$ cat src/hw/rtl/gwws_pkg.sv
// ----------------------------------------------------------------------------
// gwws_pkg
// Shared types and constants for the greedy word wrap stream unit.
// ----------------------------------------------------------------------------
package gwws_pkg;

  localparam logic [7:0] SPACE_BYTE       = 8'h20;
  localparam logic [7:0] NEWLINE_BYTE     = 8'h0A;
  localparam logic [7:0] TAB_BYTE         = 8'h09;
  localparam logic [7:0] CR_BYTE          = 8'h0D;
  localparam logic [7:0] LINE_WIDTH_RESET = 8'd80;

  // control word broadcast along the cell chain
  typedef struct packed {
    logic       wr;
    logic       shift;
    logic [7:0] wdata;
  } chain_ctl_t;

  function automatic logic is_space(input logic [7:0] b);
    return (b == SPACE_BYTE) || ((b >= TAB_BYTE) && (b <= CR_BYTE));
  endfunction

endpackage

$ cat src/hw/rtl/gwws_cell.sv
// ----------------------------------------------------------------------------
// gwws_cell
// One byte cell of the word chain: loads when selected, shifts towards head.
// ----------------------------------------------------------------------------
module gwws_cell (
  input  logic                clk,
  input  gwws_pkg::chain_ctl_t ctl,
  input  logic                sel,
  input  logic [7:0]          shift_in,
  output logic [7:0]          q
);
  import gwws_pkg::*;

  always_ff @(posedge clk) begin
    if (ctl.shift) begin
      q <= shift_in;
    end else if (ctl.wr && sel) begin
      q <= ctl.wdata;
    end
  end

endmodule

$ cat src/hw/rtl/gwws_chain.sv
// ----------------------------------------------------------------------------
// gwws_chain
// Row of byte cells holding the current word; the head cell feeds the output.
// ----------------------------------------------------------------------------
module gwws_chain #(
  parameter int WORD_MAX = 32,
  parameter int CW       = $clog2(WORD_MAX + 1)
) (
  input  logic                 clk,
  input  gwws_pkg::chain_ctl_t ctl,
  input  logic [CW-1:0]        wr_pos,
  output logic [7:0]           head
);
  import gwws_pkg::*;

  logic [7:0] q [WORD_MAX];

  for (genvar i = 0; i < WORD_MAX; i++) begin : g_cell
    logic [7:0] nb;
    logic       sel;
    if (i == WORD_MAX - 1) begin : g_tail
      assign nb = 8'h00;
    end else begin : g_mid
      assign nb = q[i+1];
    end
    assign sel = (wr_pos == CW'(i));
    gwws_cell u_cell (
      .clk      (clk),
      .ctl      (ctl),
      .sel      (sel),
      .shift_in (nb),
      .q        (q[i])
    );
  end

  assign head = q[0];

endmodule

$ cat src/hw/rtl/greedy_word_wrap_stream_unit.sv
// ----------------------------------------------------------------------------
// greedy_word_wrap_stream_unit
// Greedy word wrap of a byte stream, one character or end marker per output word.
// ----------------------------------------------------------------------------
// Input channel: text_byte / end_of_text with in_valid, in_stall. Output
// channel: out_byte, is_char, word_truncated, text_done, run_last with
// out_valid, out_stall. A word moves when valid is high and stall is low.
// cfg_write loads cfg_data into the line width register (reset 80); write
// only while idle.
// A non-space byte is accepted and stored in the word chain; once the chain
// holds WORD_MAX bytes further ones are dropped and word_truncated is set.
// After a closing byte is accepted, the separator (if any), each word byte
// and the end marker (on end_of_text) are loaded into the output register
// in turn while it is free; the chain shifts one cell per word byte. On
// acceptance the state register moves to S_SEP, S_WORD or S_END, and the
// first result is then loaded into the output register. in_stall is high
// from acceptance of a closing byte until its last result is loaded there.
// Reset (rst, synchronous) clears counts, flags and out_valid; chain
// contents and output fields stay undefined until written. While out_stall
// is high with out_valid set, the output register holds and emission pauses.
// ----------------------------------------------------------------------------
module greedy_word_wrap_stream_unit #(
  parameter int WORD_MAX = 32
) (
  input  logic       clk,
  input  logic       rst,
  input  logic       cfg_write,
  input  logic [7:0] cfg_data,
  input  logic       in_valid,
  output logic       in_stall,
  input  logic [7:0] text_byte,
  input  logic       end_of_text,
  output logic       out_valid,
  input  logic       out_stall,
  output logic [7:0] out_byte,
  output logic       is_char,
  output logic       word_truncated,
  output logic       text_done,
  output logic       run_last
);
  import gwws_pkg::*;

  localparam int CW = $clog2(WORD_MAX + 1);

  typedef enum logic [1:0] {S_IDLE, S_SEP, S_WORD, S_END} state_t;

  state_t        state;
  logic [7:0]    line_width;
  logic [CW-1:0] word_count;
  logic [7:0]    line_count;
  logic          word_overflowed;
  logic          pend_last;
  logic [7:0]    sep_byte;

  logic          accept, out_load, space, full;
  logic [CW-1:0] wc_eff;
  logic          ovf_eff;
  logic [9:0]    fit_sum;
  chain_ctl_t    ctl;
  logic [7:0]    head;

  assign in_stall = (state != S_IDLE);
  assign accept   = in_valid && !in_stall;
  assign out_load = !out_valid || !out_stall;
  assign space    = is_space(text_byte);
  assign full     = (word_count >= CW'(WORD_MAX));
  assign wc_eff   = (!space && !full) ? word_count + CW'(1) : word_count;
  assign ovf_eff  = word_overflowed || (!space && full);
  assign fit_sum  = {2'b00, line_count} + 10'd1 + 10'(wc_eff);

  assign ctl.wr    = accept && !space && !full;
  assign ctl.shift = (state == S_WORD) && out_load;
  assign ctl.wdata = text_byte;

  gwws_chain #(.WORD_MAX(WORD_MAX), .CW(CW)) u_chain (
    .clk    (clk),
    .ctl    (ctl),
    .wr_pos (word_count),
    .head   (head)
  );

  always_ff @(posedge clk) begin
    if (rst) begin
      state           <= S_IDLE;
      line_width      <= LINE_WIDTH_RESET;
      word_count      <= '0;
      line_count      <= '0;
      word_overflowed <= 1'b0;
      pend_last       <= 1'b0;
      out_valid       <= 1'b0;
    end else begin
      if (cfg_write) begin
        line_width <= cfg_data;
      end
      if (out_load) begin
        out_valid <= (state == S_SEP) || (state == S_WORD) || (state == S_END);
      end
      case (state)
        S_IDLE: begin
          if (accept) begin
            word_count      <= wc_eff;
            word_overflowed <= ovf_eff;
            pend_last       <= end_of_text;
            if ((space || end_of_text) && (wc_eff != '0)) begin
              if (line_count == 8'd0) begin
                line_count <= 8'(wc_eff);
                state      <= S_WORD;
              end else if (fit_sum <= {2'b00, line_width}) begin
                line_count <= fit_sum[7:0];
                sep_byte   <= SPACE_BYTE;
                state      <= S_SEP;
              end else begin
                line_count <= 8'(wc_eff);
                sep_byte   <= NEWLINE_BYTE;
                state      <= S_SEP;
              end
            end else if (end_of_text) begin
              state <= S_END;
            end
          end
        end
        S_SEP: begin
          if (out_load) begin
            out_byte       <= sep_byte;
            is_char        <= 1'b1;
            word_truncated <= word_overflowed;
            text_done      <= 1'b0;
            run_last       <= 1'b0;
            state          <= S_WORD;
          end
        end
        S_WORD: begin
          if (out_load) begin
            out_byte       <= head;
            is_char        <= 1'b1;
            word_truncated <= word_overflowed;
            text_done      <= 1'b0;
            run_last       <= 1'b0;
            word_count     <= word_count - CW'(1);
            if (word_count == CW'(1)) begin
              run_last        <= !pend_last;
              word_overflowed <= 1'b0;
              state           <= pend_last ? S_END : S_IDLE;
            end
          end
        end
        S_END: begin
          if (out_load) begin
            out_byte        <= 8'h00;
            is_char         <= 1'b0;
            word_truncated  <= 1'b0;
            text_done       <= 1'b1;
            run_last        <= 1'b1;
            word_count      <= '0;
            line_count      <= '0;
            word_overflowed <= 1'b0;
            pend_last       <= 1'b0;
            state           <= S_IDLE;
          end
        end
        default: begin
          state <= S_IDLE;
        end
      endcase
    end
  end

`ifndef SYNTHESIS
  a_end_item: assert property (@(posedge clk) disable iff (rst)
    out_valid && text_done |-> run_last && !is_char && (out_byte == 8'h00))
    else $error("end item malformed");

  a_emit_has_word: assert property (@(posedge clk) disable iff (rst)
    (state == S_SEP || state == S_WORD) |-> (word_count != '0))
    else $error("emitting with empty word");

  a_busy_after_close: assert property (@(posedge clk) disable iff (rst)
    accept && end_of_text |=> in_stall)
    else $error("end of text not followed by emission");
`endif

endmodule

$ cat config.mk
export PLATFORM = sky130hd
export DESIGN_NAME = greedy_word_wrap_stream_unit
export DESIGN_NICKNAME = d
export VERILOG_FILES = /design/src/hw/rtl/gwws_pkg.sv /design/src/hw/rtl/gwws_cell.sv /design/src/hw/rtl/gwws_chain.sv /design/src/hw/rtl/greedy_word_wrap_stream_unit.sv
export SDC_FILE = /design/constraint.sdc
export NUM_CORES = 1
export LEC_CHECK = 0
export BUFFER_PORTS_ARGS = -buffer_cell sky130_fd_sc_hd__buf_2
export CAP_MARGIN = 20
export CORE_UTILIZATION = 55
export CTS_CLUSTER_SIZE = 8
export DETAILED_ROUTE_END_ITERATION = 7
export PLACE_DENSITY = 0.71
export SETUP_SLACK_MARGIN = 0.02
export SLEW_MARGIN = 20
export SYNTH_ARGS = -nofsm -noshare
export SYNTH_HDL_FRONTEND = slang
export SYNTH_HIERARCHICAL = 1
export SYNTH_SLANG_ARGS = --single-unit
export TNS_END_PERCENT = 50
$ cat constraint.sdc
create_clock -name clk -period 15.1 [get_ports clk]
set_input_delay 2.265 -clock clk [delete_from_list [all_inputs] [get_ports clk]]
set_output_delay 2.265 -clock clk [all_outputs]
set_load 0.05 [all_outputs]
Word-level counts from Yosys, hierarchy flattened. Cells that the tools add are included.

Memories kept: 0. ROM bits: 0. Latch bits: 0. Bits in registers: 303. Memory bits (writable): 0. Word-level logic and storage cells: 301.

Shift-type cells: 0. $add $sub $neg: 4. Multiplexer cells: 102. Div/mod/pow operators: 0. Bitwise logic cells: 2. Equality and inequality tests: 43. Reduce and logical (&&, ||, !) cells: 101. Multiply operators: 0. Order comparisons: 4.

Operators by type and width (number): 2-to-1 mux 8 bit (69); equality test 6 x 5 -> 1 bit (second input constant) (16); nonzero test 2 bit (34); equality test 6 x 4 -> 1 bit (second input constant) (8); logical AND 1 bit (40); 2-to-1 mux 6 bit (5); equality test 6 x 3 -> 1 bit (second input constant) (4); case mux 8 bit (3 select lines) (1); 2-to-1 mux 2 bit (9); case mux 6 bit (3 select lines) (1); case mux 8 bit (2 select lines) (1); AND reduction 5 bit (3); equality test 6 x 2 -> 1 bit (second input constant) (2); AND reduction 4 bit (3); adder 9 x 6 -> 10 bit (1); <= comparator 10 x 8 -> 1 bit (1); != test 2 bit (second input constant) (5); adder 8 x 1 -> 9 bit (second input constant) (1); 2-to-1 mux 1 bit (9); equality test 8 x 6 -> 1 bit (second input constant) (1); greater-or-equal comparator 8 x 4 -> 1 bit (second input constant) (1); <= comparator 8 x 4 -> 1 bit (second input constant) (1); zero test 8 bit (1); case mux 1 bit (2 select lines) (4); 20 further kinds (35).

Depth between registers and ports, before layout.
Depth after elaboration: 13. Gate-level depth with buffers: 22.

Hierarchy. Netlist, hierarchy kept.

Modules (own cells, without submodules): gwws_cell (times used 32, seq. area each 240.2 um2, cells each 18, area an instance 380.4 um2); greedy_word_wrap_stream_unit (times used 1, seq. area each 960.9 um2, cells each 288, area an instance 2672.6 um2); gwws_chain (times used 1, seq. area each 0.0 um2, cells each 48, area an instance 255.2 um2).

Worst setup path after synthesis. Ideal clock, no wire load.

Path type: input to register. From: input text_byte[0]. To: register line_count[5]. Setup slack: 8.447 ns. Library setup time: 0.117 ns. Stages: 21. Arrival time: 6.536 ns. Path through: or3_4 mux2_4 a21oi_1 xnor2_1 ha_1 inv_1 fa_1 nand3_1 nand2_1 a21o_1 a21oi_1 xnor2_1 ha_1 nand4_1 o22ai_1 nand2b_1 o22a_1 o211a_1 buf_1 mux2_2 a22o_1.

Longest elaborated chain between the ends: 13.

RTL lines: start, declared (line greedy_word_wrap_stream_unit.sv:31) `input logic [7:0] text_byte,`; greater-or-equal comparator 8 x 4 -> 1 bit or <= comparator 8 x 4 -> 1 bit (tied branches) (line gwws_pkg.sv:21) `return (b == SPACE_BYTE) || ((b >= TAB_BYTE) && (b <= CR_BYTE));`; logical AND 1 bit (line gwws_pkg.sv:21); logical OR 1 bit * (line gwws_pkg.sv:21); zero test 1 bit (line greedy_word_wrap_stream_unit.sv:67) `assign wc_eff = (!space && !full) ? word_count + CW'(1) : word_count;`; logical AND 1 bit (line greedy_word_wrap_stream_unit.sv:67); 2-to-1 mux 6 bit (line greedy_word_wrap_stream_unit.sv:67); adder 9 x 6 -> 10 bit (line greedy_word_wrap_stream_unit.sv:69) `assign fit_sum = {2'b00, line_count} + 10'd1 + 10'(wc_eff);`; <= comparator 10 x 8 -> 1 bit (line greedy_word_wrap_stream_unit.sv:108) `end else if (fit_sum <= {2'b00, line_width}) begin`; 2-to-1 mux 8 bit (line greedy_word_wrap_stream_unit.sv:108); 2-to-1 mux 8 bit (line greedy_word_wrap_stream_unit.sv:105) `if (line_count == 8'd0) begin`; 2-to-1 mux 8 bit (line greedy_word_wrap_stream_unit.sv:104) `if ((space || end_of_text) && (wc_eff != '0)) begin`; 2-to-1 mux 8 bit (line greedy_word_wrap_stream_unit.sv:100) `if (accept) begin`; case mux 8 bit (2 select lines) (line greedy_word_wrap_stream_unit.sv:98) `case (state)`; end signal, assigned (line greedy_word_wrap_stream_unit.sv:106) `line_count <= 8'(wc_eff);`; end signal, assigned (line greedy_word_wrap_stream_unit.sv:109) `line_count <= fit_sum[7:0];`; end signal, assigned (line greedy_word_wrap_stream_unit.sv:113) `line_count <= 8'(wc_eff);`; end, declared (line greedy_word_wrap_stream_unit.sv:50) `logic [7:0] line_count;`.

Every way passes the cells marked *; elsewhere a longest branch is shown, timed or not. The select of a mux whose other input is x is not followed. A chain may end at the register's enable or synchronous reset.

Final worst setup path.
From: input text_byte[1]. To: register line_count[5].

The elaborated chain is that of the path after synthesis.

==> flow_metrics.tcl <==
set metrics [dict create \
    relSlewSlack 0.232 \
    initial_drc_count 590 \
    cts-hold-fix-buffers 0 \
    maxClockFrequency_ghz 0.144 \
    antenna_violations_before_repair 0 \
    max-vdd-ir-drop_uv 102 \
    layout-drive-gt1-share 0.412 \
    layout.area.seq_sq_um 8650 \
    m1WireLength_um 12100 \
    grt_pass1_vias 7502 \
    final_hold_viol_count 0 \
    timing.final.crit_share 0.460 \
    post-cts-setup-buffer-count 0 \
    number_of_diodes_added_for_antenna_fixing 0 \
    power_density_nw_per_um2 187 \
    critPathLaunchType "input port" \
    synthTopCellsByCount "270 x edfxtp_1, 257 x mux2_4, 57 x nor2_1" \
    yosys_register_bits 297 \
    routed_wirelength_um 25500 \
    worst_setup_hold_path_clk_slew_ns 0.06 \
    nFillCells 1964 \
    synthAdderAreaFrac 0.0196 \
    finalWorstPathRequiredPeriod_ns 6.95 \
    largest_family_of_logic_cells_by_synthesized_area "multiplexers" \
    setup-tns-final_ns 0 \
    pin_count 36 \
    cts.sink_count 297 \
    syn_avg_cell_area_sq_um 16.6 \
    rsz0062_at_grt "false" \
    share_of_cell_area_taken_by_muxes_after_synthesis 0.264 \
    multiInputGateArea_sq_um 5980 \
    post-route-util 0.615 \
    globalplace.congestion 0.808 \
    route.antenna.remaining_nets 0 \
    hold_path.class "reg -> reg" \
    die_width_um 168 \
    synth-compound-area-share 0.0547 \
    synth_enable_flop_cells 270 \
    hold_ws_ns 0.493 \
    drcViolationCount 0 \
    synth_area_leaders "edfxtp_1 54%, mux2_4 26%, dfxtp_1 3.6%" \
    criticalPathCategory "in -> reg" \
    post_synth_and_or_nand_nor_area_fraction 0.0498 \
    post-synth-top-count-cell "edfxtp_1" \
    wire_length_of_the_first_global_routing_pass_um 41700 \
    setup_viol 0 \
    routedWlPerCell_um 19.4 \
    worst_slack_ns 8.15 \
    run_status "completed" \
    drt-pass1-iter-count 5 \
    dieArea_sq_um 28100 \
    nNetsFinal 1004 \
    rows 60 \
    met3RoutedLength_um 882 \
    areaGrowthSynthToFinish_pct 9.80 \
    max_cap_violations 0 \
    h-tree-depth 2 \
    end_kind "flop" \
    cts-root-buf "clkbuf_16" \
    total_number_of_yosys_warnings 6 \
    cts.repair.resized 0 \
    clock_insertion_delay_worst_skew_ns 0.53 \
    grt.total_usage 0.187 \
    yosys.area_share.xor_xnor 0.00580 \
    die_h_um 168 \
    yosys.area.top_type "edfxtp_1" \
    routed_via_density 5.69 \
    cts_tree "yes" \
    worst-endpoint-arrival_ns 7.37 \
    synthCells 912 \
    met2_length_um 12100 \
    topRoutingLayerUsed "met4" \
    port_buffers 35 \
    global_route.overflow_total 0 \
    crit_path_max_fanout 34 \
    fin_skew_ns 0.0222 \
    half_perimeter_wire_length_after_detailed_placement_um 15000 \
    synth_cell_type_count 68 \
    grt_max_degree 162 \
    slew_viol_final 0 \
    vias_after_detailed_routing 7498 \
    synth-async-reset-ratio 0 \
    synthesis.area_sq_um 15100 \
    crit_required_ns 15.51 \
    synth_top_area_frac 0.537 \
    tightestPinTransition_ns 1.15 \
    core_area_sq_um 27000 \
    floorplan.initialDensity 0.560 \
    leakagePower_nw 6.42 \
    synth-seq-area-share 0.573 \
    cts_made_buffers 43 \
    synth-main-ff-cell "edfxtp_1" \
    cts_buffer_depth 3 \
    placement.setup.worst_slack_ns 7.63 \
]
[stage by stage]
step	instances	power (mW)	area (sq um)
final	1317	3.11	16600
after global routing	1317	3.25	16600
after CTS	1317	3.13	16600
after detailed placement	1255	2.27	15400
after global placement	1255	2.25	15400
after floorplan	919	2.10	15100
[path summary, 6_finish.rpt]
| path | from | endpoint | slack [ns] | cells after the start |
|---|---|---|---|---|
| min reg2reg | line_width[2] | line_width[2] | 0.49 | 2 |
| max reg2reg | word_count[0] | line_count[5] | 10.32 | 19 |
| max | text_byte[1] | line_count[5] | 8.15 | 21 |
| min | line_width[2] | line_width[2] | 0.49 | 2 |
[layout by cell type (no fill, tap or decap), types with 11 or more instances in the layout]
cell / instances
edfxtp_1: 270
mux2_4: 257
nor2_1: 56
clkbuf_16: 44
buf_2: 35
a21o_2: 33
dfxtp_1: 27
inv_1: 24
ha_1: 22
nand2_1: 17
clkbuf_1: 15
mux2i_1: 11
[sequential cells by signal (all words and copies together) (netlist names)]
name / count
line_count: 8
is_char: 1
word_count: 6
out_valid: 1
run_last: 1
u_chain/g_cell.u_cell/q: 256
pend_last: 1
word_truncated: 1
word_overflowed: 1
text_done: 1
line_width: 8
state: 2
sep_byte: 2
out_byte: 8
[area by class of cell]
| class | instances | area share |
|---|---|---|
| clock buffer | 59 | 0.0698 |
| clock inverter | 3 | 0.00204 |
| inverter | 25 | 0.00566 |
| multi-input combinational | 551 | 0.361 |
| sequential | 297 | 0.522 |
| tap | 341 | 0.0257 |
| timing repair buffer | 41 | 0.0143 |
[power breakdown]
group	switching, mW	leakage [nW]	total, mW	internal (mW)
Combinational	0.490	3.14	0.946	0.456
Clock	0.327	0.575	0.853	0.526
Sequential	0.0929	2.71	1.31	1.22
[worst max-delay path, cell delays in order]
cell	delay [ns]
buf_2	0.56
or3_4	0.27
mux2_4	0.34
a21oi_1	0.42
xnor2_1	0.20
ha_1	0.21
inv_1	0.06
fa_1	0.40
nand3_1	0.09
nand2_1	0.08
a21o_1	0.19
a21oi_1	0.34
xnor2_1	0.13
ha_1	0.31
nand4_1	0.09
o22ai_1	0.16
nand2b_1	0.14
o22a_1	0.15
o211a_1	0.37
mux2_2	0.38
a22o_1	0.19
[cells by family after synthesis]
kind of cell | count (synthesis)
flops | 297
mux | 269
simple gates | 140
compound gates | 101
buf+inv | 71
fa+ha+maj | 23
xor+xnor | 10
other cells | 1
[routing by layer]
layer | vias to the layer above | global-route usage
li1 | 3559 | -
met1 | 3782 | 0.262
met2 | 113 | 0.299
met3 | 44 | 0.0314
met4 | 0 | 0.0554
met5 | - | 0
No activity file was read; power rests on OpenSTA's default activity.
